===== config.mk =====
export PLATFORM = sky130hd
export DESIGN_NAME = esd_mem
export DESIGN_NICKNAME = d
export VERILOG_FILES = /design/src/esd_pkg.sv /design/src/esd_mem.sv
export SDC_FILE = /design/constraint.sdc
export NUM_CORES = 1
export LEC_CHECK = 0
export BUFFER_PORTS_ARGS = -buffer_cell sky130_fd_sc_hd__buf_2
export CAP_MARGIN = 20
export CORE_UTILIZATION = 45
export DETAILED_ROUTE_END_ITERATION = 7
export HOLD_SLACK_MARGIN = 0.12
export SLEW_MARGIN = 20
export SYNTH_ARGS = -nofsm -noshare
export SYNTH_HDL_FRONTEND = slang
export SYNTH_SLANG_ARGS = --single-unit

===== constraint.sdc =====
create_clock -name clk -period 38.4 [get_ports clk]
set_input_delay 1.92 -clock clk [delete_from_list [all_inputs] [get_ports clk]]
set_output_delay 1.92 -clock clk [all_outputs]
set_load 0.01 [all_outputs]

===== src/esd_pkg.sv =====
// Shared types, constants and register codes of the encoder speed decimator.
package esd_pkg;

  // Default channel count and the number of channels with a gain register.
  localparam int CHANNELS_DEF = 4;
  localparam int NUM_GAINS    = 4;

  // Item operations.
  localparam logic OP_EVENT = 1'b0;
  localparam logic OP_TICK  = 1'b1;

  // Average kinds reported with each result.
  localparam logic [1:0] AVG_NONE = 2'd0;
  localparam logic [1:0] AVG_NEW  = 2'd1;
  localparam logic [1:0] AVG_IDLE = 2'd2;

  // Configuration register indexes.
  localparam int CFG_IDX_W = 3;
  localparam logic [CFG_IDX_W-1:0] REG_SAMPLES_LEN = 3'd0;
  localparam logic [CFG_IDX_W-1:0] REG_IDLE_TICKS  = 3'd1;
  localparam logic [CFG_IDX_W-1:0] REG_GAIN_CH0    = 3'd2;
  localparam logic [CFG_IDX_W-1:0] REG_GAIN_CH1    = 3'd3;
  localparam logic [CFG_IDX_W-1:0] REG_GAIN_CH2    = 3'd4;
  localparam logic [CFG_IDX_W-1:0] REG_GAIN_CH3    = 3'd5;

  // Register reset values.
  localparam logic [15:0]        SAMPLES_LEN_RST = 16'd10;
  localparam logic [15:0]        IDLE_TICKS_RST  = 16'd1;
  localparam logic signed [31:0] GAIN_CH0_RST    = 32'sd262144;
  localparam logic signed [31:0] GAIN_ONE        = 32'sd65536;

  // Speed scaling: 1e6 microseconds per second, times 256 for Q.8.
  localparam logic [27:0] SCALE_US_Q8 = 28'd256000000;
  localparam int          PROD_W      = 60;

  // Saturation bounds.
  localparam logic signed [47:0] SPEED_MAX = 48'sh7FFF_FFFF_FFFF;
  localparam logic signed [47:0] SPEED_MIN = 48'sh8000_0000_0000;
  localparam logic signed [63:0] SUM_MAX   = 64'sh7FFF_FFFF_FFFF_FFFF;
  localparam logic signed [63:0] SUM_MIN   = 64'sh8000_0000_0000_0000;
  localparam logic [15:0]        CNT_MAX   = 16'hFFFF;

  // Divider geometry: 64-bit dividend, 24-bit divisor, two quotient bits a cycle.
  localparam int DVD_W          = 64;
  localparam int DVS_W          = 24;
  localparam int DIV_RADIX_BITS = 2;

  // Multiplier geometry: 64-bit magnitude by 32-bit gain magnitude.
  localparam int MUL_FULL_W = 96;
  localparam int Q8_SHIFT   = 8;

  // Per-channel state held in the channel memory.
  typedef struct packed {
    logic signed [31:0] count_pos;
    logic signed [47:0] inst_speed;
    logic signed [63:0] speed_sum;
    logic [15:0]        sample_count;
    logic               updated;
    logic [15:0]        idle_count;
  } ch_entry_t;

  // Divider request and response.
  typedef struct packed {
    logic             start;
    logic [DVD_W-1:0] dividend;
    logic [DVS_W-1:0] divisor;
  } div_req_t;

  typedef struct packed {
    logic             done;
    logic [DVD_W-1:0] quotient;
  } div_rsp_t;

  // Saturating Q.8 multiplier request and response.
  typedef struct packed {
    logic               start;
    logic               a_neg;
    logic [63:0]        mag;
    logic signed [31:0] gain;
  } mul_req_t;

  typedef struct packed {
    logic               done;
    logic signed [63:0] value;
  } mul_rsp_t;

  // Sequencer states.
  typedef enum logic [3:0] {
    ST_IDLE,
    ST_EV_RD,
    ST_EV_START,
    ST_EV_DIV,
    ST_EV_SPD,
    ST_EV_WB,
    ST_TK_RD,
    ST_TK_POS,
    ST_TK_VEL,
    ST_TK_DIVS,
    ST_TK_DIV,
    ST_TK_AMUL,
    ST_TK_AWAIT,
    ST_TK_OUT
  } state_t;

endpackage


===== src/esd_mem.sv =====
// Per-channel state memory with a registered read port and per-entry valid bits.
module esd_mem
  import esd_pkg::*;
#(
  parameter int CHANNELS = CHANNELS_DEF,
  localparam int CH_W = (CHANNELS > 1) ? $clog2(CHANNELS) : 1
) (
  input  logic            clk,
  input  logic            rst_n,
  input  logic            rd_en,
  input  logic [CH_W-1:0] rd_addr,
  output ch_entry_t       rd_data,
  input  logic            wr_en,
  input  logic [CH_W-1:0] wr_addr,
  input  ch_entry_t       wr_data
);

  ch_entry_t             mem_r [CHANNELS];
  logic [CHANNELS-1:0]   valid_r;
  ch_entry_t             rd_data_r;

  // Storage array write.
  always_ff @(posedge clk) begin
    if (wr_en) begin
      mem_r[wr_addr] <= wr_data;
    end
  end

  // An entry never written since reset reads as all zeros.
  always_ff @(posedge clk) begin
    if (!rst_n) begin
      valid_r <= '0;
    end else if (wr_en) begin
      valid_r[wr_addr] <= 1'b1;
    end
  end

  // Registered read port.
  always_ff @(posedge clk) begin
    if (rd_en) begin
      rd_data_r <= valid_r[rd_addr] ? mem_r[rd_addr] : '0;
    end
  end

  assign rd_data = rd_data_r;

endmodule


Word level (Yosys, flattened, before mapping):

Memory sizes are Yosys's and may differ from the RTL's. A register that Yosys moved wholly into a read port is not among the register bits.
Cells that the tools add are included.

* flip-flop bits (word level): 4
* memory bits (writable): 708
* input bits: 185
* output and inout bits: 177
* memories: 1

* magnitude comparators: 3
* multiplexer cells: 6
* bitwise gates (word level): 1
* reduce and logical (&&, ||, !) cells: 2

Memories
* mem_r: depth 4, width 177, rd ports 1, clocked after Yosys merged registers in 1, wr ports 1, line esd_mem.sv:18 `ch_entry_t mem_r [CHANNELS];`

Operators with widths (number)
* < comparator 2 x 3 -> 1 bit, second input constant: 2
* 2-to-1 mux 1 bit: 4
* OR 4 bit: 1
* binary-select mux 1 bit (select 2 bit): 1
* demux 1 bit (select 2 bit): 1
* greater-or-equal comparator 2 x 1 -> 1 bit, second input constant: 1
* logical AND 1 bit: 1
* logical NOT 1 bit: 1

Longest topological paths before layout:

Gate-level depths: netlist of run 1.

* depth in word-level cells: 5
* gate-level depth with buffers: 5
* depth with buffers taken out: 2

Worst setup path before layout of run 1:

No wires, ideal clock.

* path type: input to register
* start: input wr_addr[0]
* end: memory mem_r[0][0] (netlist name), enable pin
* library setup time: 973 ps
* data arrival time: 14795 ps
* required time: 37427 ps
* setup slack: 22632 ps
* stages: 1
* cells stage by stage: nor3b_1

RTL lines
* start, declared: line esd_mem.sv:14 `input logic [CH_W-1:0] wr_addr,`
* end, declared: line esd_mem.sv:18

No word-level cell before the write port.

Final worst setup path of run 1:

* start: input wr_addr[1]
* end: memory mem_r[1][41] (netlist name), enable pin

No word-level cell before the write port.

==> flow_metrics.tcl, run 1 <==
set metrics [dict create \
    status "finished, final reports clean" \
    clk_slew_on_worst_s_h_paths_ns 0.06 \
    cts_tree "done" \
    synth-seq-cells 889 \
    dr_total_vias 14257 \
    layout.nets 1913 \
    mapped_area_um2 32200 \
    p_leak_uw 0.0131 \
    slew_headroom_pct 30.7 \
    worstSkewPairLatency_ns 0.63 \
    gp_routability_congestion 0.728 \
    cts_num_sinks 889 \
    max_cap_violations 0 \
    area_occupied_by_multi_input_gates_um2 5200 \
    cts.repair.resized 0 \
    starting_utilization_of_the_core_area_pct 45.7 \
    first_global_vias 15134 \
    number_of_buffers_added_to_fix_hold_violations_after_cts 0 \
    fp.dieW_um 269 \
    max_clock_freq_ghz 0.230 \
    cp_common_cell "buf_4" \
    synth.net_count 1496 \
    min_period_over_period_pct 11.3 \
    ant_nets 0 \
    report.power.total_uw 2110 \
    crit_required_ns 38.64 \
    critPathSlowestCell "buf_4" \
    postRouteWirelength_um 63900 \
    layout-area-overhead-vs-synth_pct 18.2 \
    placed_cells_incl_taps 2574 \
    clock_path_buffers 3 \
    grt_antenna_before_repair 15 \
    post_drt_wl_per_cell_um 23.3 \
    ioPinCount 362 \
    root_buffer "clkbuf_16" \
    cts_max_level 3 \
    worst_path_fanout_max 55 \
    timing.final.setup_violations 0 \
    post-place-ws_ns 33.16 \
    fill_cells 5408 \
    placementRows 97 \
    holdPathStages 1 \
    holdCritPathClass "reg -> reg" \
    ir_drop_v 0.0000314 \
    die_h_um 269 \
    area_of_all_sequential_standard_cells_um2 26700 \
    critPathArrivalTime_ns 4.59 \
    worstSetupEndpointType "register" \
    rsz0062_at_grt "false" \
    grt_use_total_pct 17.7 \
    yosys_warnings 0 \
    grt_pass1_wl_um 95400 \
    setup_ws_ns 34.05 \
    path_cells "buf_2, and3b_4, buf_4, buf_4" \
    timing.final.crit_period_ns 4.35 \
    detailedRoute.firstPassIterationCount 4 \
    drc 0 \
    final-max-slew-violation-count 0 \
    r2r_cells 4 \
    synth_seq_area_share_pct 82.8 \
    design.die.area_um2 72600 \
    timing.final.hold_violations 0 \
    grt_max_degree 95 \
    cts_post_setup_buffers_inserted 0 \
    power_per_cell_area_nw_per_um2 55.4 \
    coreArea_um2 70400 \
    finalSetupTns_ns 0 \
    synthDistinctLibCells 12 \
    final.setup_skew_ns 0.0141 \
    numCtsBuffers 91 \
    syn-instance-count 1311 \
    dp.final_hpwl_um 36100 \
    start_kind "primary input" \
    avgViaCountPerCell 5.19 \
    io_buffers 361 \
    crit_type "in -> reg" \
    overflow 0 \
    tightestPinTransition_ns 1.04 \
    avgSynthCellArea_um2 24.5 \
    detail_route.iter0.violations 1002 \
    finish.cell_count_without_fillers 2745 \
    slowest_delay_ns 0.80 \
    final_layout_size_suffix_gt1_share_pct 38.5 \
]
## path summary, 6_finish.rpt
check / start / to / slack (ns)
setup / recovery: wr_addr[1] / mem_r[1][41] / 34.05
setup reg to reg: valid_r[3] / rd_data[172] / 35.75
hold reg to reg: valid_r[3] / valid_r[3] / 0.46
hold / removal: valid_r[3] / valid_r[3] / 0.46
## per-stage QoR
step / hold WS, ns / util (%) / cell area (um^2)
final: 0.463 / 54.0 / 38000
after global placement: 0.444 / 49.8 / 35000
after floorplan: 0.435 / - / 32200
after global routing: 0.484 / 54.0 / 38000
after CTS: 0.466 / 53.9 / 38000
after detailed placement: 0.452 / 49.8 / 35000
## cells in the final DEF (no fill, tap or decap), types with 4 or more instances in the layout
master,instances
and2_1,177
buf_2,358
buf_4,20
bufinv_16,10
clkbuf_1,21
clkbuf_16,94
clkinv_1,14
clkinv_2,15
clkinvlp_4,4
dfxtp_1,4
diode_2,8
edfxtp_1,885
mux4_2,177
o21a_1,4
## power by group
| group | internal (uW) | total (uW) | switching [uW] | leakage, uW |
|---|---|---|---|---|
| Combinational | 47.4 | 108 | 60.2 | 0.00332 |
| Sequential | 1120 | 1130 | 11.4 | 0.00836 |
| Clock | 515 | 867 | 352 | 0.00143 |
| Total | 1680 | 2110 | 424 | 0.0131 |
## sequential cells by signal, summed over array words and instances, names as in the netlist
name	count
mem_r	708
valid_r	4
rd_data	177
## Yosys cell counts
master | instances | area [um^2]
edfxtp_1 | 885 | 26600
buf_4 | 13 | 97.6
and3b_1 | 2 | 17.5
o21a_1 | 4 | 30.0
nor3b_1 | 1 | 7.51
buf_2 | 32 | 160
dfxtp_1 | 4 | 80.1
buf_6 | 4 | 45.0
clkbuf_1 | 10 | 37.5
and2_1 | 177 | 1110
mux4_2 | 178 | 4010
and3_1 | 1 | 6.26
## worst max-delay path: cells and delay by family
family	cells	cell delay [ns]
buffers and inverters	3	1.67
AND/OR/NAND/NOR	1	0.73
## metal layers
layer	up-vias	share of wire [%]	global-route usage (%)
met4	20	2.3	6.46
met2	355	51	29.8
li1	6275	-	-
met1	7501	41	22.6
met3	106	5.5	4.15
met5	-	0.23	0
## cells by family (layout without fill, tap and decap cells)
kind of cell,Yosys count,count (layout),share of synthesized area [%]
other,0,8,0
AO/OA/AOI/OAI,4,4,0.0933
buffers and inverters,59,545,1.06
multiplexers,178,178,12.5
flip-flops,889,889,82.8
AND/OR/NAND/NOR,181,181,3.54
## layout make-up
class / count / area share (%)
repair buffers: 383 / 5.34
multi-input cells: 363 / 13.7
diodes: 8 / 0.0526
clock buffers: 115 / 6.39
clock inverters: 47 / 1.35
well taps: 940 / 3.09
flip-flops and latches: 889 / 70.1
No activity file was read; power rests on OpenSTA's default activity.
==> run 2: changes to the inputs <==
clock period = 4.2 ns   (was 38.4 ns; I/O delays follow)
==> run 2 against run 1 <==
  * Critical path depth fell by 1
  * Clock power rose to 9.0 times the previous value
  * Setup slack got worse by 32 ns
  * Global-route usage rose by 0.46 points
  * Non-clock buffer count rose by 177
  * Utilization rose by 2.7 points
  * Clock skew rose by 0.013 ns
  * Sequential power rose to 9.2 times the previous value
  * Routed wire length rose by 1.6%
  * Cell area rose by 4.9%
  * First-iteration DRC count fell by 6.2%
  * Combinational power rose to 11 times the previous value
  * Highest routed layer unchanged
==> flow_metrics.tcl, run 2 (synthesis results as in run 1) <==
set metrics [dict create \
    status "finished, final reports clean" \
    first_global_vias 16250 \
    overflow 0 \
    final-max-slew-violation-count 0 \
    grt_max_degree 117 \
    final.setup_skew_ns 0.0269 \
    ant_nets 0 \
    fill_cells 5268 \
    holdCritPathClass "in -> reg" \
    drc 0 \
    tightestPinTransition_ns 1.03 \
    report.power.total_uw 19300 \
    area_occupied_by_multi_input_gates_um2 5200 \
    numCtsBuffers 92 \
    avgViaCountPerCell 5.10 \
    critPathArrivalTime_ns 2.68 \
    detail_route.iter0.violations 940 \
    clk_slew_on_worst_s_h_paths_ns 0.06 \
    timing.final.crit_period_ns 2.29 \
    max_clock_freq_ghz 0.437 \
    worst_path_fanout_max 97 \
    layout.cells.most_common_list "885 x edfxtp_1, 358 x buf_2, 178 x dlygate4sd3_1" \
    fp.dieW_um 269 \
    finalCoreUtilization_pct 56.7 \
    min_period_over_period_pct 54.4 \
    crit_type "reg -> reg" \
    design.die.area_um2 72600 \
    cts_tree "done" \
    clock_path_buffers 3 \
    worstSkewPairLatency_ns 0.64 \
    max_cap_violations 0 \
    layout-area-overhead-vs-synth_pct 24.0 \
    cts_post_setup_buffers_inserted 0 \
    grt_antenna_before_repair 7 \
    largest-register "mem_r" \
    dr_total_vias 14915 \
    starting_utilization_of_the_core_area_pct 45.7 \
    ir_drop_v 0.000378 \
    slew_headroom_pct 31.0 \
    area_of_all_sequential_standard_cells_um2 26700 \
    postRouteWirelength_um 65000 \
    crit_required_ns 4.59 \
    placementRows 97 \
    final_common_cell "edfxtp_1" \
    coreArea_um2 70400 \
    post_drt_wl_per_cell_um 22.2 \
    cts_num_sinks 889 \
    die_h_um 269 \
    timing.final.setup_violations 0 \
    p_leak_uw 0.0139 \
    rsz0062_at_grt "false" \
    layout.nets 2091 \
    io_buffers 361 \
    gp_routability_congestion 0.719 \
    root_buffer "clkbuf_16" \
    worstSetupEndpointType "register" \
    final_layout_size_suffix_gt1_share_pct 35.7 \
    grt_pass1_wl_um 98800 \
    cts_max_level 3 \
    timing.final.hold_violations 0 \
    finalSetupTns_ns 0 \
    ioPinCount 362 \
    largest_register_ff_count 708 \
    power_per_cell_area_nw_per_um2 484 \
    detailedRoute.firstPassIterationCount 4 \
    dp.final_hpwl_um 35400 \
    grt_use_total_pct 18.2 \
    start_kind "register" \
]
[run 2: final timing paths]
path | to | slack (ns) | start | cells past startpoint
worst max-delay path | rd_data[112] | 1.91 | valid_r[3] | 3
worst min-delay path | rd_data[23] | 0.24 | rd_en | 1
worst max register to register | rd_data[112] | 1.91 | valid_r[3] | 3
worst min register to register | valid_r[1] | 0.46 | valid_r[1] | 1
[run 2: layout make-up]
| class | instances | share of cell area, % |
|---|---|---|
| Multi-Input combinational cell | 363 | 13.0 |
| Antenna cell | 1 | 0.00627 |
| Clock inverter | 62 | 1.28 |
| Sequential cell | 889 | 66.8 |
| Tap cell | 940 | 2.95 |
| Clock buffer | 109 | 6.08 |
| Timing Repair Buffer | 560 | 9.83 |
[run 2: worst max-delay path, cell delays in order, from the launching register on]
cell and delay [ns]:
dfxtp_1 0.32, mux4_4 1.02, buf_12 0.42, and2_1 0.22
[run 2: metal layers]
metal / wire length, um / global-route usage, % / vias to the layer above
met5: 74 / 0 / -
met4: 1400 / 5.32 / 12
met3: 4160 / 4.98 / 104
met2: 32600 / 30.4 / 369
met1: 26700 / 23.3 / 7806
li1: - / - / 6624
[run 2: power by group]
| group | internal [uW] | switching, uW | total, uW | leakage, uW |
|---|---|---|---|---|
| logic | 552 | 587 | 1140 | 0.00410 |
| clock network | 4470 | 3360 | 7830 | 0.00146 |
| registers | 10300 | 104 | 10400 | 0.00836 |
| total | 15300 | 4050 | 19300 | 0.0139 |
[run 2: per-stage QoR]
stage               setup slack (ns)  hold WS, ns  cells  area (um^2)
finish                          1.91        0.238   2924        39900
global route                    1.74        0.242   2924        39900
CTS                             1.79        0.218   2923        39900
detailed placement              1.40        0.426   2574        35200
global placement                1.43        0.420   2574        35200
floorplan                     -0.962        0.309   1311        32200
[run 2: timing repair]
item,in CTS,in global routing
hold buffers,178,0
setup endpoints to repair,0,0
hold endpoints to repair,712,0
resized for setup,0,0
