==> src/esd_pkg.sv <==
// Shared types, constants and register codes of the encoder speed decimator.
package esd_pkg;

  // Default channel count and the number of channels with a gain register.
  localparam int CHANNELS_DEF = 4;
  localparam int NUM_GAINS    = 4;

  // Item operations.
  localparam logic OP_EVENT = 1'b0;
  localparam logic OP_TICK  = 1'b1;

  // Average kinds reported with each result.
  localparam logic [1:0] AVG_NONE = 2'd0;
  localparam logic [1:0] AVG_NEW  = 2'd1;
  localparam logic [1:0] AVG_IDLE = 2'd2;

  // Configuration register indexes.
  localparam int CFG_IDX_W = 3;
  localparam logic [CFG_IDX_W-1:0] REG_SAMPLES_LEN = 3'd0;
  localparam logic [CFG_IDX_W-1:0] REG_IDLE_TICKS  = 3'd1;
  localparam logic [CFG_IDX_W-1:0] REG_GAIN_CH0    = 3'd2;
  localparam logic [CFG_IDX_W-1:0] REG_GAIN_CH1    = 3'd3;
  localparam logic [CFG_IDX_W-1:0] REG_GAIN_CH2    = 3'd4;
  localparam logic [CFG_IDX_W-1:0] REG_GAIN_CH3    = 3'd5;

  // Register reset values.
  localparam logic [15:0]        SAMPLES_LEN_RST = 16'd10;
  localparam logic [15:0]        IDLE_TICKS_RST  = 16'd1;
  localparam logic signed [31:0] GAIN_CH0_RST    = 32'sd262144;
  localparam logic signed [31:0] GAIN_ONE        = 32'sd65536;

  // Speed scaling: 1e6 microseconds per second, times 256 for Q.8.
  localparam logic [27:0] SCALE_US_Q8 = 28'd256000000;
  localparam int          PROD_W      = 60;

  // Saturation bounds.
  localparam logic signed [47:0] SPEED_MAX = 48'sh7FFF_FFFF_FFFF;
  localparam logic signed [47:0] SPEED_MIN = 48'sh8000_0000_0000;
  localparam logic signed [63:0] SUM_MAX   = 64'sh7FFF_FFFF_FFFF_FFFF;
  localparam logic signed [63:0] SUM_MIN   = 64'sh8000_0000_0000_0000;
  localparam logic [15:0]        CNT_MAX   = 16'hFFFF;

  // Divider geometry: 64-bit dividend, 24-bit divisor, two quotient bits a cycle.
  localparam int DVD_W          = 64;
  localparam int DVS_W          = 24;
  localparam int DIV_RADIX_BITS = 2;

  // Multiplier geometry: 64-bit magnitude by 32-bit gain magnitude.
  localparam int MUL_FULL_W = 96;
  localparam int Q8_SHIFT   = 8;

  // Per-channel state held in the channel memory.
  typedef struct packed {
    logic signed [31:0] count_pos;
    logic signed [47:0] inst_speed;
    logic signed [63:0] speed_sum;
    logic [15:0]        sample_count;
    logic               updated;
    logic [15:0]        idle_count;
  } ch_entry_t;

  // Divider request and response.
  typedef struct packed {
    logic             start;
    logic [DVD_W-1:0] dividend;
    logic [DVS_W-1:0] divisor;
  } div_req_t;

  typedef struct packed {
    logic             done;
    logic [DVD_W-1:0] quotient;
  } div_rsp_t;

  // Saturating Q.8 multiplier request and response.
  typedef struct packed {
    logic               start;
    logic               a_neg;
    logic [63:0]        mag;
    logic signed [31:0] gain;
  } mul_req_t;

  typedef struct packed {
    logic               done;
    logic signed [63:0] value;
  } mul_rsp_t;

  // Sequencer states.
  typedef enum logic [3:0] {
    ST_IDLE,
    ST_EV_RD,
    ST_EV_START,
    ST_EV_DIV,
    ST_EV_SPD,
    ST_EV_WB,
    ST_TK_RD,
    ST_TK_POS,
    ST_TK_VEL,
    ST_TK_DIVS,
    ST_TK_DIV,
    ST_TK_AMUL,
    ST_TK_AWAIT,
    ST_TK_OUT
  } state_t;

endpackage

==> src/esd_div.sv <==
// Unsigned restoring divider, two quotient bits per cycle.
module esd_div
  import esd_pkg::*;
(
  input  logic     clk,
  input  logic     rst_n,
  input  div_req_t req,
  output div_rsp_t rsp
);

  localparam int STEPS  = DVD_W / DIV_RADIX_BITS;
  localparam int STEP_W = $clog2(STEPS);

  logic              busy_r;
  logic              done_r;
  logic [STEP_W-1:0] step_r;
  logic [DVS_W-1:0]  rem_r;
  logic [DVS_W-1:0]  rem_nxt;
  logic [DVS_W-1:0]  dvs_r;
  logic [DVD_W-1:0]  work_r;
  logic [DVD_W-1:0]  work_nxt;

  // Two dependent shift-subtract steps; quotient bits shift in behind the dividend.
  always_comb begin
    logic [DVS_W:0] t;
    rem_nxt  = rem_r;
    work_nxt = work_r;
    t        = '0;
    for (int k = 0; k < DIV_RADIX_BITS; k++) begin
      t        = {rem_nxt, work_nxt[DVD_W-1]};
      work_nxt = {work_nxt[DVD_W-2:0], 1'b0};
      if (t >= {1'b0, dvs_r}) begin
        rem_nxt     = DVS_W'(t - {1'b0, dvs_r});
        work_nxt[0] = 1'b1;
      end else begin
        rem_nxt = t[DVS_W-1:0];
      end
    end
  end

  // Step control.
  always_ff @(posedge clk) begin
    if (!rst_n) begin
      busy_r <= 1'b0;
      done_r <= 1'b0;
      step_r <= '0;
    end else begin
      done_r <= 1'b0;
      if (req.start) begin
        busy_r <= 1'b1;
        step_r <= '0;
      end else if (busy_r) begin
        step_r <= step_r + 1'b1;
        if (step_r == STEP_W'(STEPS - 1)) begin
          busy_r <= 1'b0;
          done_r <= 1'b1;
        end
      end
    end
  end

  // Working registers.
  always_ff @(posedge clk) begin
    if (req.start) begin
      rem_r  <= '0;
      work_r <= req.dividend;
      dvs_r  <= req.divisor;
    end else if (busy_r) begin
      rem_r  <= rem_nxt;
      work_r <= work_nxt;
    end
  end

  assign rsp.done     = done_r;
  assign rsp.quotient = work_r;

endmodule

==> config.mk <==
export PLATFORM = sky130hd
export DESIGN_NAME = esd_div
export DESIGN_NICKNAME = d
export VERILOG_FILES = /design/src/esd_pkg.sv /design/src/esd_div.sv
export SDC_FILE = /design/constraint.sdc
export NUM_CORES = 1
export LEC_CHECK = 0
export BUFFER_PORTS_ARGS = -buffer_cell sky130_fd_sc_hd__buf_2
export CAP_MARGIN = 40
export CELL_PAD_IN_SITES_DETAIL_PLACEMENT = 0
export CELL_PAD_IN_SITES_GLOBAL_PLACEMENT = 1
export CORE_ASPECT_RATIO = 0.75
export CORE_MARGIN = 8
export CORE_UTILIZATION = 44
export CTS_BUF_LIST = sky130_fd_sc_hd__clkbuf_2
export CTS_CLUSTER_DIAMETER = 120
export CTS_CLUSTER_SIZE = 14
export DETAILED_ROUTE_END_ITERATION = 8
export PLACE_DENSITY_LB_ADDON = 0.1
export SLEW_MARGIN = 20
export SYNTH_ARGS = -nofsm -noshare
export SYNTH_HDL_FRONTEND = slang
export SYNTH_SLANG_ARGS = --single-unit
==> constraint.sdc <==
create_clock -name clk -period 7.5 [get_ports clk]
set_input_delay 1.5 -clock clk [delete_from_list [all_inputs] [get_ports clk]]
set_output_delay 1.5 -clock clk [all_outputs]
set_load 0.02 [all_outputs]
# Word-level counts from Yosys, hierarchy flattened
# Cells that the tools add are included.
# Widths: inputs -> output; s select.
[totals]
regBits = 119
input_bits = 91
output_inout_bits = 65
[op_classes]
n_addsub = 3
magnitude_cmp = 2
eq_ne = 1
mux = 10
bitwise_logic = 2
reduce_logical = 3
[ops]
columns = ["op", "count"]
rows = [
  ["$mux 64", 2],
  ["$ge 25x24->1", 2],
  ["$mux 24", 2],
  ["$sub 24x24->24", 2],
  ["$mux 1", 6],
  ["$add 5x1->5 const B", 1],
  ["$eq 5x5->1 const B", 1],
  ["$reduce_or 3->1", 1],
  ["$not 1->1", 2],
  ["$reduce_bool 2->1", 1],
  ["$reduce_or 2->1", 1],
]

# Depth between registers and ports, before layout
# Gate-level depths: netlist of run 1.
[depth]
depth_word = 6
depth_mapped = 25

# Least setup slack after synthesis of run 1
# No wires, ideal clock.
[synth_timing]
path_type = "reg-to-reg"
start = "register dvs_r[10]"
end = "register work_r[0] (data pin)"
arrival_ns = 5.039
slack_ns = 2.202
stages_incl_launch_ff = 24
path_buffers = 3
period_less_slack_ns = 5.298
cell_sequence = "edfxtp_1 -> inv_1 -> ha_1 -> a211oi_2 -> o21bai_1 -> a21o_1 -> a21oi_4 -> nand2_2 -> a211oi_1 -> o31a_1 -> buf_2 -> buf_2 -> mux2_2 -> ha_1 -> and4_1 -> and2_1 -> a221oi_1 -> nor2_1 -> a21oi_1 -> nand3_1 -> a2111oi_2 -> nand3_2 -> buf_2 -> mux2_2"
[synth_via]
elab_chain_len = 6
word_cells_on_any_way = 7
classes_between = "add/sub: 1; order compare: 2; mux: 4"
[synth_rtl]
columns = ["element", "line_no", "text"]
rows = [
  ["from (decl)", "esd_div.sv:19", "logic [DVS_W-1:0] dvs_r;"],
  ["from (signal assigned)", "esd_div.sv:67", "dvs_r <= req.divisor;"],
  ["$sub 24x24->24 / $ge 25x24->1 (equally long branches)", "esd_div.sv:33, esd_div.sv:32", ""],
  ["$mux 24", "esd_div.sv:32", "if (t >= {1'b0, dvs_r}) begin"],
  ["$ge 25x24->1 *", "esd_div.sv:32", ""],
  ["$mux 1 *", "esd_div.sv:32", ""],
  ["$mux 64 *", "esd_div.sv:68", "end else if (busy_r) begin"],
  ["$mux 64 *", "esd_div.sv:64", "if (req.start) begin"],
  ["to (signal assigned)", "esd_div.sv:66", "work_r <= req.dividend;"],
  ["to (signal assigned)", "esd_div.sv:70", "work_r <= work_nxt;"],
  ["to (decl)", "esd_div.sv:20", "logic [DVD_W-1:0] work_r;"],
]
# Every way passes the cells marked *; elsewhere a longest branch is shown, timed or not. The select of a mux whose other input is x is not followed.
# A chain may end at the register's enable or synchronous reset.

# Worst setup path after layout of run 1
[layout_timing]
start = "register dvs_r[1]"
end = "register rem_r[1]"
[layout_via]
elab_chain_len = 4
word_cells_on_any_way = 6
classes_between = "add/sub: 2; order compare: 2; mux: 2"
[layout_rtl]
columns = ["element", "line_no", "text"]
rows = [
  ["$ge 25x24->1 / $sub 24x24->24 (equally long branches)", "esd_div.sv:32, esd_div.sv:33", ""],
  ["$mux 24", "esd_div.sv:32", ""],
  ["$sub 24x24->24 / $ge 25x24->1 (equally long branches)", "esd_div.sv:33, esd_div.sv:32", ""],
  ["$mux 24 *", "esd_div.sv:32", ""],
  ["to (signal assigned)", "esd_div.sv:69", "rem_r <= rem_nxt;"],
  ["to (decl)", "esd_div.sv:17", "logic [DVS_W-1:0] rem_r;"],
]
# Every way passes the cells marked *; elsewhere a longest branch is shown, timed or not.

==> flow_metrics.env, run 1 <==
export IMPL_max_stage_delay_ps=700
export IMPL_ctsResizeCount=0
export IMPL_wire_per_inst_um=19.18
export IMPL_cts_buffers=17
export IMPL_synth_top_area_share_pct=35.84
export IMPL_grt_pass1_vias=6094
export IMPL_drv_slew=0
export IMPL_vias=5900
export IMPL_synth_cells=681
export IMPL_initial_core_util_pct=44.36
export IMPL_syn_area_um2=7373
export IMPL_io_pins=156
export IMPL_synth_area_leaders="edfxtp_1 36%, mux2_2 13%, ha_1 8.5%"
export IMPL_htree_levels=4
export IMPL_die_h_um=128.1
export IMPL_area_growth_pct=17.53
export IMPL_ant_nets=0
export IMPL_fin_util_pct=52.14
export IMPL_hold_viol_final=0
export IMPL_yosysWarnings=0
export IMPL_dpl_worst_slack_ps=1213
export IMPL_coreArea_um2=16620
export IMPL_setup_viol=0
export IMPL_die_area_um2=21200
export IMPL_synth_edff_count=88
export IMPL_drc=0
export IMPL_reg2reg_depth=23
export IMPL_fillCellCount=1556
export IMPL_r2r_end="rem_r[1]$_SDFFE_PP0P_"
export IMPL_gp_congestion=0.9063
export IMPL_worst_endpoint_required_ps=8080
export IMPL_clockBufferDepth=2
export IMPL_cts_sinks=119
export IMPL_critical_path_class="register to register"
export IMPL_timing_setup_tns_ps=0
export IMPL_yosysTopAreaCell="edfxtp_1"
export IMPL_ys_ff_latch=119
export IMPL_rsz0062_at_grt="no"
export IMPL_yosysSeqAreaShare_pct=44.26
export IMPL_cp_start_kind="register"
export IMPL_hold_class="register to register"
export IMPL_worstSkewPairLatency_ps=700
export IMPL_yosys_most_used_dff="edfxtp_1"
export IMPL_cp_max_fo=15
export IMPL_grt_max_degree=65
export IMPL_cts_root_buf="clkbuf_2"
export IMPL_multiInputGateArea_um2=3872
export IMPL_drt_iter0_drc=393
export IMPL_slew_limit_headroom_pct=47.55
export IMPL_clk_pin_slew_ps=220
export IMPL_fin_area_um2=8666
export IMPL_min_period_over_period_pct=85.35
export IMPL_via_per_inst=5.514
export IMPL_ir_drop_mv=0.1366
export IMPL_first_pass_iters=5
export IMPL_fin_worst_skew_ps=43.87
export IMPL_status="completed"
export IMPL_grt_usage_pct=19.60
export IMPL_grt_pass1_wl_um=32690
export IMPL_synth_area_per_cell_um2=10.83
export IMPL_leakage_nw=3.823
export IMPL_cp_arrival_ps=6980
export IMPL_synthArstFlopShare_pct=0
export IMPL_path_cells="inv_1 -> ha_1 -> nor2b_1 -> o21bai_1 -> a21oi_1 -> o21ai_2 -> nand2_2 -> a211oi_1 -> o31a_1 -> buf_4 -> mux2_2 -> ha_1 -> a21o_1 -> a21oi_1 -> o21a_1 -> o31ai_1 -> nand4_1 -> nand3_1 -> a2111oi_2 -> nand3_2 -> buf_4 -> and3_1 -> a311o_1"
export IMPL_drive_gt1_share_pct=34.35
export IMPL_hpwl_um=15470
export IMPL_cpMaxStageDelayCell="o31a_1"
export IMPL_num_rows=41
export IMPL_yosysUniqueCellTypes=60
export IMPL_hold_ws_ps=525.6
export IMPL_seqCellArea_um2=3264
export IMPL_worst_pin_slew_ps=780.0
export IMPL_min_period_ps=6401
export IMPL_fmax_mhz=156.2
export IMPL_antenna_found_initial=10
export IMPL_io_buffers=155
export IMPL_endpoint_kind="register"
export IMPL_wirelength_um=20530
export IMPL_fin_ws_ps=1099
export IMPL_cp_endpoint="rem_r[1]$_SDFFE_PP0P_"
export IMPL_syn_nets=824
export IMPL_p_per_area_nw_per_um2=376.6
export IMPL_r2r_start="dvs_r[1]$_DFFE_PP_"
export IMPL_drv_cap=0
export IMPL_placed_area_um2=8368
export IMPL_cts_tree="built"
export IMPL_postCtsSetupBuffers=0
export IMPL_grt_overflow=0
export IMPL_ff2ff_setup_slack_ps=1100
export IMPL_final_nets=983
export IMPL_postCtsHoldBufs=0
export IMPL_die_w_um=165.5
export IMPL_crit_start="dvs_r[1]$_DFFE_PP_"
[worst max-delay path, delay by kind of cell, from the launching register on]
family / cells / cell delay, ps
multiplexers: 1 / 380
AND/OR/NAND/NOR: 6 / 900
buffers and inverters: 3 / 750
flip-flops: 1 / 410
AO/OA/AOI/OAI: 11 / 3220
adder cells (fa/ha/maj): 2 / 640
[power breakdown]
group	switching (mW)	leakage (nW)	internal [mW]
logic	1.09	2.54	0.816
clock network	0.298	0.154	0.167
registers	0.0746	1.13	0.816
[cells in the final DEF, fill, tap and decap left out, drive strengths merged, types with 4 or more instances in the layout]
master  count
xnor2      27
a21oi      44
o21a        6
and2        8
o21bai      6
a21o       17
buf       162
mux2i      11
a31oi       7
clkbuf     17
nand3      21
xor2       14
dfxtp      31
nand2      42
edfxtp     88
o211ai      4
nand4       5
inv        46
nor3       12
ha         50
nor4        4
a211oi     17
mux2       84
and3        8
o21ai      21
nor2       56
[final cells by class]
cell class / instances / area share [%]
tap: 215 / 3.104
multi-input combinational: 503 / 44.69
clock inverter: 15 / 2.079
sequential: 119 / 37.67
antenna: 2 / 0.05775
inverter: 37 / 1.603
clock buffer: 17 / 0.9818
timing repair buffer: 162 / 9.818
[per-layer routing]
metal / GRT usage (%) / share of wire (%) / vias to the layer above
li1: - / - / 2861
met1: 27.17 / 48 / 2805
met2: 28.13 / 42 / 194
met3: 7.831 / 8.9 / 24
met4: 4.086 / 0.83 / 16
met5: 0 / 0.44 / -
[state kept, by name (all words and copies together) (netlist names)]
register and flops:
step_r 5, work_r 64, rem_r 24, dvs_r 24, busy_r 1, done_r 1
[cells in the mapped netlist (all sizes together) (3+ instances only)]
master and count:
edfxtp 88, nand4 5, nor3 12, buf 6
dfxtp 31, o21bai 6, o211ai 4, nand3 21
mux2 84, a211oi 17, mux2i 11, o21ai 21
and3 8, or4b 3, nor2 56, a21oi 44
xor2 14, and2 8, inv 37, ha 50
nor4 4, o31ai 3, xnor2 27, a21o 17
o21a 6, a31oi 7, a31o 3, nand2 42
clkbuf 16
[cell families after synthesis]
family / synth area share (%)
xor gates and xnor gates: 4.870
AOI/OAI and AO/OA: 13.20
adders and majority gates: 9.028
and+or+nand+nor: 11.10
buffers and inverters: 3.224
muxes: 14.32
DFF: 44.26
[worst min path at each step]
stage	from	to	slack, ps	cells after the start
after floorplan	rem_r[20]$_SDFFE_PP0P_	rem_r[20]$_SDFFE_PP0P_	460	2
after global placement	step_r[4]$_SDFFE_PP0P_	step_r[4]$_SDFFE_PP0P_	480	2
after detailed placement	step_r[4]$_SDFFE_PP0P_	step_r[4]$_SDFFE_PP0P_	490	2
after CTS	rem_r[5]$_SDFFE_PP0P_	rem_r[5]$_SDFFE_PP0P_	520	2
after global routing	rem_r[12]$_SDFFE_PP0P_	rem_r[12]$_SDFFE_PP0P_	560	2
final	rem_r[13]$_SDFFE_PP0P_	rem_r[13]$_SDFFE_PP0P_	530	2
[per-stage QoR]
step	instances	power, mW
2_1_floorplan	681	2.332
3_3_place_gp	1035	2.777
3_5_place_dp	1035	2.780
4_1_cts	1067	3.266
5_1_grt	1070	3.505
6_report	1070	3.263
Power figures use the tool's default switching activity.
==> run 2, diff against run 1 <==
- REMOVE_ABC_BUFFERS: default -> 1
==> flow_metrics.env, run 2 (same netlist as run 1, synthesis figures left out) <==
export IMPL_cp_arrival_ps=7200
export IMPL_placed_area_um2=8394
export IMPL_drv_cap=0
export IMPL_p_per_area_nw_per_um2=376.8
export IMPL_num_rows=41
export IMPL_initial_core_util_pct=44.36
export IMPL_cts_tree="built"
export IMPL_wirelength_um=19650
export IMPL_fin_ws_ps=917.8
export IMPL_min_period_ps=6582
export IMPL_hold_viol_final=0
export IMPL_ant_nets=0
export IMPL_first_pass_iters=5
export IMPL_fin_area_um2=8695
export IMPL_fmax_mhz=151.9
export IMPL_setup_viol=0
export IMPL_p_total_mw=3.276
export IMPL_die_w_um=165.5
export IMPL_postCtsHoldBufs=0
export IMPL_grt_pass1_vias=6124
export IMPL_cp_start_kind="register"
export IMPL_io_buffers=155
export IMPL_largest_register_ffs=64
export IMPL_dpl_worst_slack_ps=989.3
export IMPL_min_period_over_period_pct=87.76
export IMPL_grt_pass1_wl_um=31970
export IMPL_io_pins=156
export IMPL_fillCellCount=1549
export IMPL_coreArea_um2=16620
export IMPL_dpl_cell_count=1039
export IMPL_cts_sinks=119
export IMPL_cp_max_fo=20
export IMPL_final_nets=987
export IMPL_slew_limit_headroom_pct=53.43
export IMPL_num_antenna_cells=0
export IMPL_grt_overflow=0
export IMPL_fin_cells=1072
export IMPL_worstSkewPairLatency_ps=700
export IMPL_grt_usage_pct=19.21
export IMPL_wire_per_inst_um=18.33
export IMPL_hold_ws_ps=512.2
export IMPL_status="completed"
export IMPL_layout_commonest_cell="buf_2"
export IMPL_top_regs="work_r: 64 flops, dvs_r: 24 flops, rem_r: 24 flops"
export IMPL_grt_max_degree=65
export IMPL_via_per_inst=5.475
export IMPL_hpwl_um=14860
export IMPL_final_cell_mix="155 x buf_2, 88 x edfxtp_1, 84 x mux2_2"
export IMPL_die_h_um=128.1
export IMPL_timing_setup_tns_ps=0
export IMPL_antenna_found_initial=0
export IMPL_top_register="work_r"
export IMPL_gp_congestion=0.9132
export IMPL_drv_slew=0
export IMPL_ctsResizeCount=0
export IMPL_worst_endpoint_required_ps=8120
export IMPL_postCtsSetupBuffers=0
export IMPL_htree_levels=4
export IMPL_drive_gt1_share_pct=34.19
export IMPL_ir_drop_mv=0.2240
export IMPL_clockBufferDepth=2
export IMPL_fin_worst_skew_ps=32.09
export IMPL_rsz0062_at_grt="no"
export IMPL_critical_path_class="register to register"
export IMPL_hold_class="register to register"
export IMPL_fin_util_pct=52.31
export IMPL_drt_iter0_drc=311
export IMPL_leakage_nw=3.845
export IMPL_endpoint_kind="register"
export IMPL_vias=5869
export IMPL_drc=0
export IMPL_area_growth_pct=17.92
export IMPL_die_area_um2=21200
export IMPL_cts_buffers=17
export IMPL_clk_pin_slew_ps=180
export IMPL_worst_pin_slew_ps=697.8
export IMPL_cts_root_buf="clkbuf_2"
## run 2: per-layer routing
metal,vias up,GRT usage (%),share of wire (%)
met3,28,4.782,5.7
li1,2873,-,-
met5,-,0,0
met4,0,5.291,1.6
met2,154,31.66,47
met1,2814,24.55,46
## run 2: cell type report
cell class / instances / area (um2) / area share (%)
clock buffer: 19 / 95.09 / 1.094
clock inverter: 13 / 177.7 / 2.043
timing repair buffer: 166 / 878.3 / 10.10
multi-input combinational: 503 / 3872 / 44.54
sequential: 119 / 3263 / 37.53
tap: 215 / 269.0 / 3.094
inverter: 37 / 138.9 / 1.597
## run 2: power breakdown
part / internal [mW] / leakage, nW / total [mW] / switching (mW)
clock: 0.220 / 0.157 / 0.480 / 0.260
combinational: 0.818 / 2.55 / 1.92 / 1.10
sequential: 0.816 / 1.13 / 0.878 / 0.0629
total: 1.85 / 3.85 / 3.28 / 1.42
## run 2: final timing paths
check / startpoint / to / slack [ps] / cells past startpoint
max reg2reg: dvs_r[1]$_DFFE_PP_ / rem_r[16]$_SDFFE_PP0P_ / 920 / 23
min reg2reg: rem_r[11]$_SDFFE_PP0P_ / rem_r[11]$_SDFFE_PP0P_ / 510 / 2
max: dvs_r[1]$_DFFE_PP_ / rem_r[16]$_SDFFE_PP0P_ / 920 / 23
min: rem_r[11]$_SDFFE_PP0P_ / rem_r[11]$_SDFFE_PP0P_ / 510 / 2
## run 2: worst max-delay path, cell delays in order (launching register included)
cell	delay, ps
edfxtp_1	400
inv_1	170
ha_1	280
nor2b_1	160
o21bai_1	180
a21oi_1	180
o21ai_2	310
nand2_2	150
a211oi_1	390
o31a_1	240
buf_4	270
mux2_2	390
ha_1	320
a21oi_1	260
o21ai_0	200
a221oi_1	420
nor2_1	90
a21oi_1	120
nand3_1	100
a2111oi_2	430
nand3_2	640
buf_4	420
mux2i_1	130
a211oi_1	250
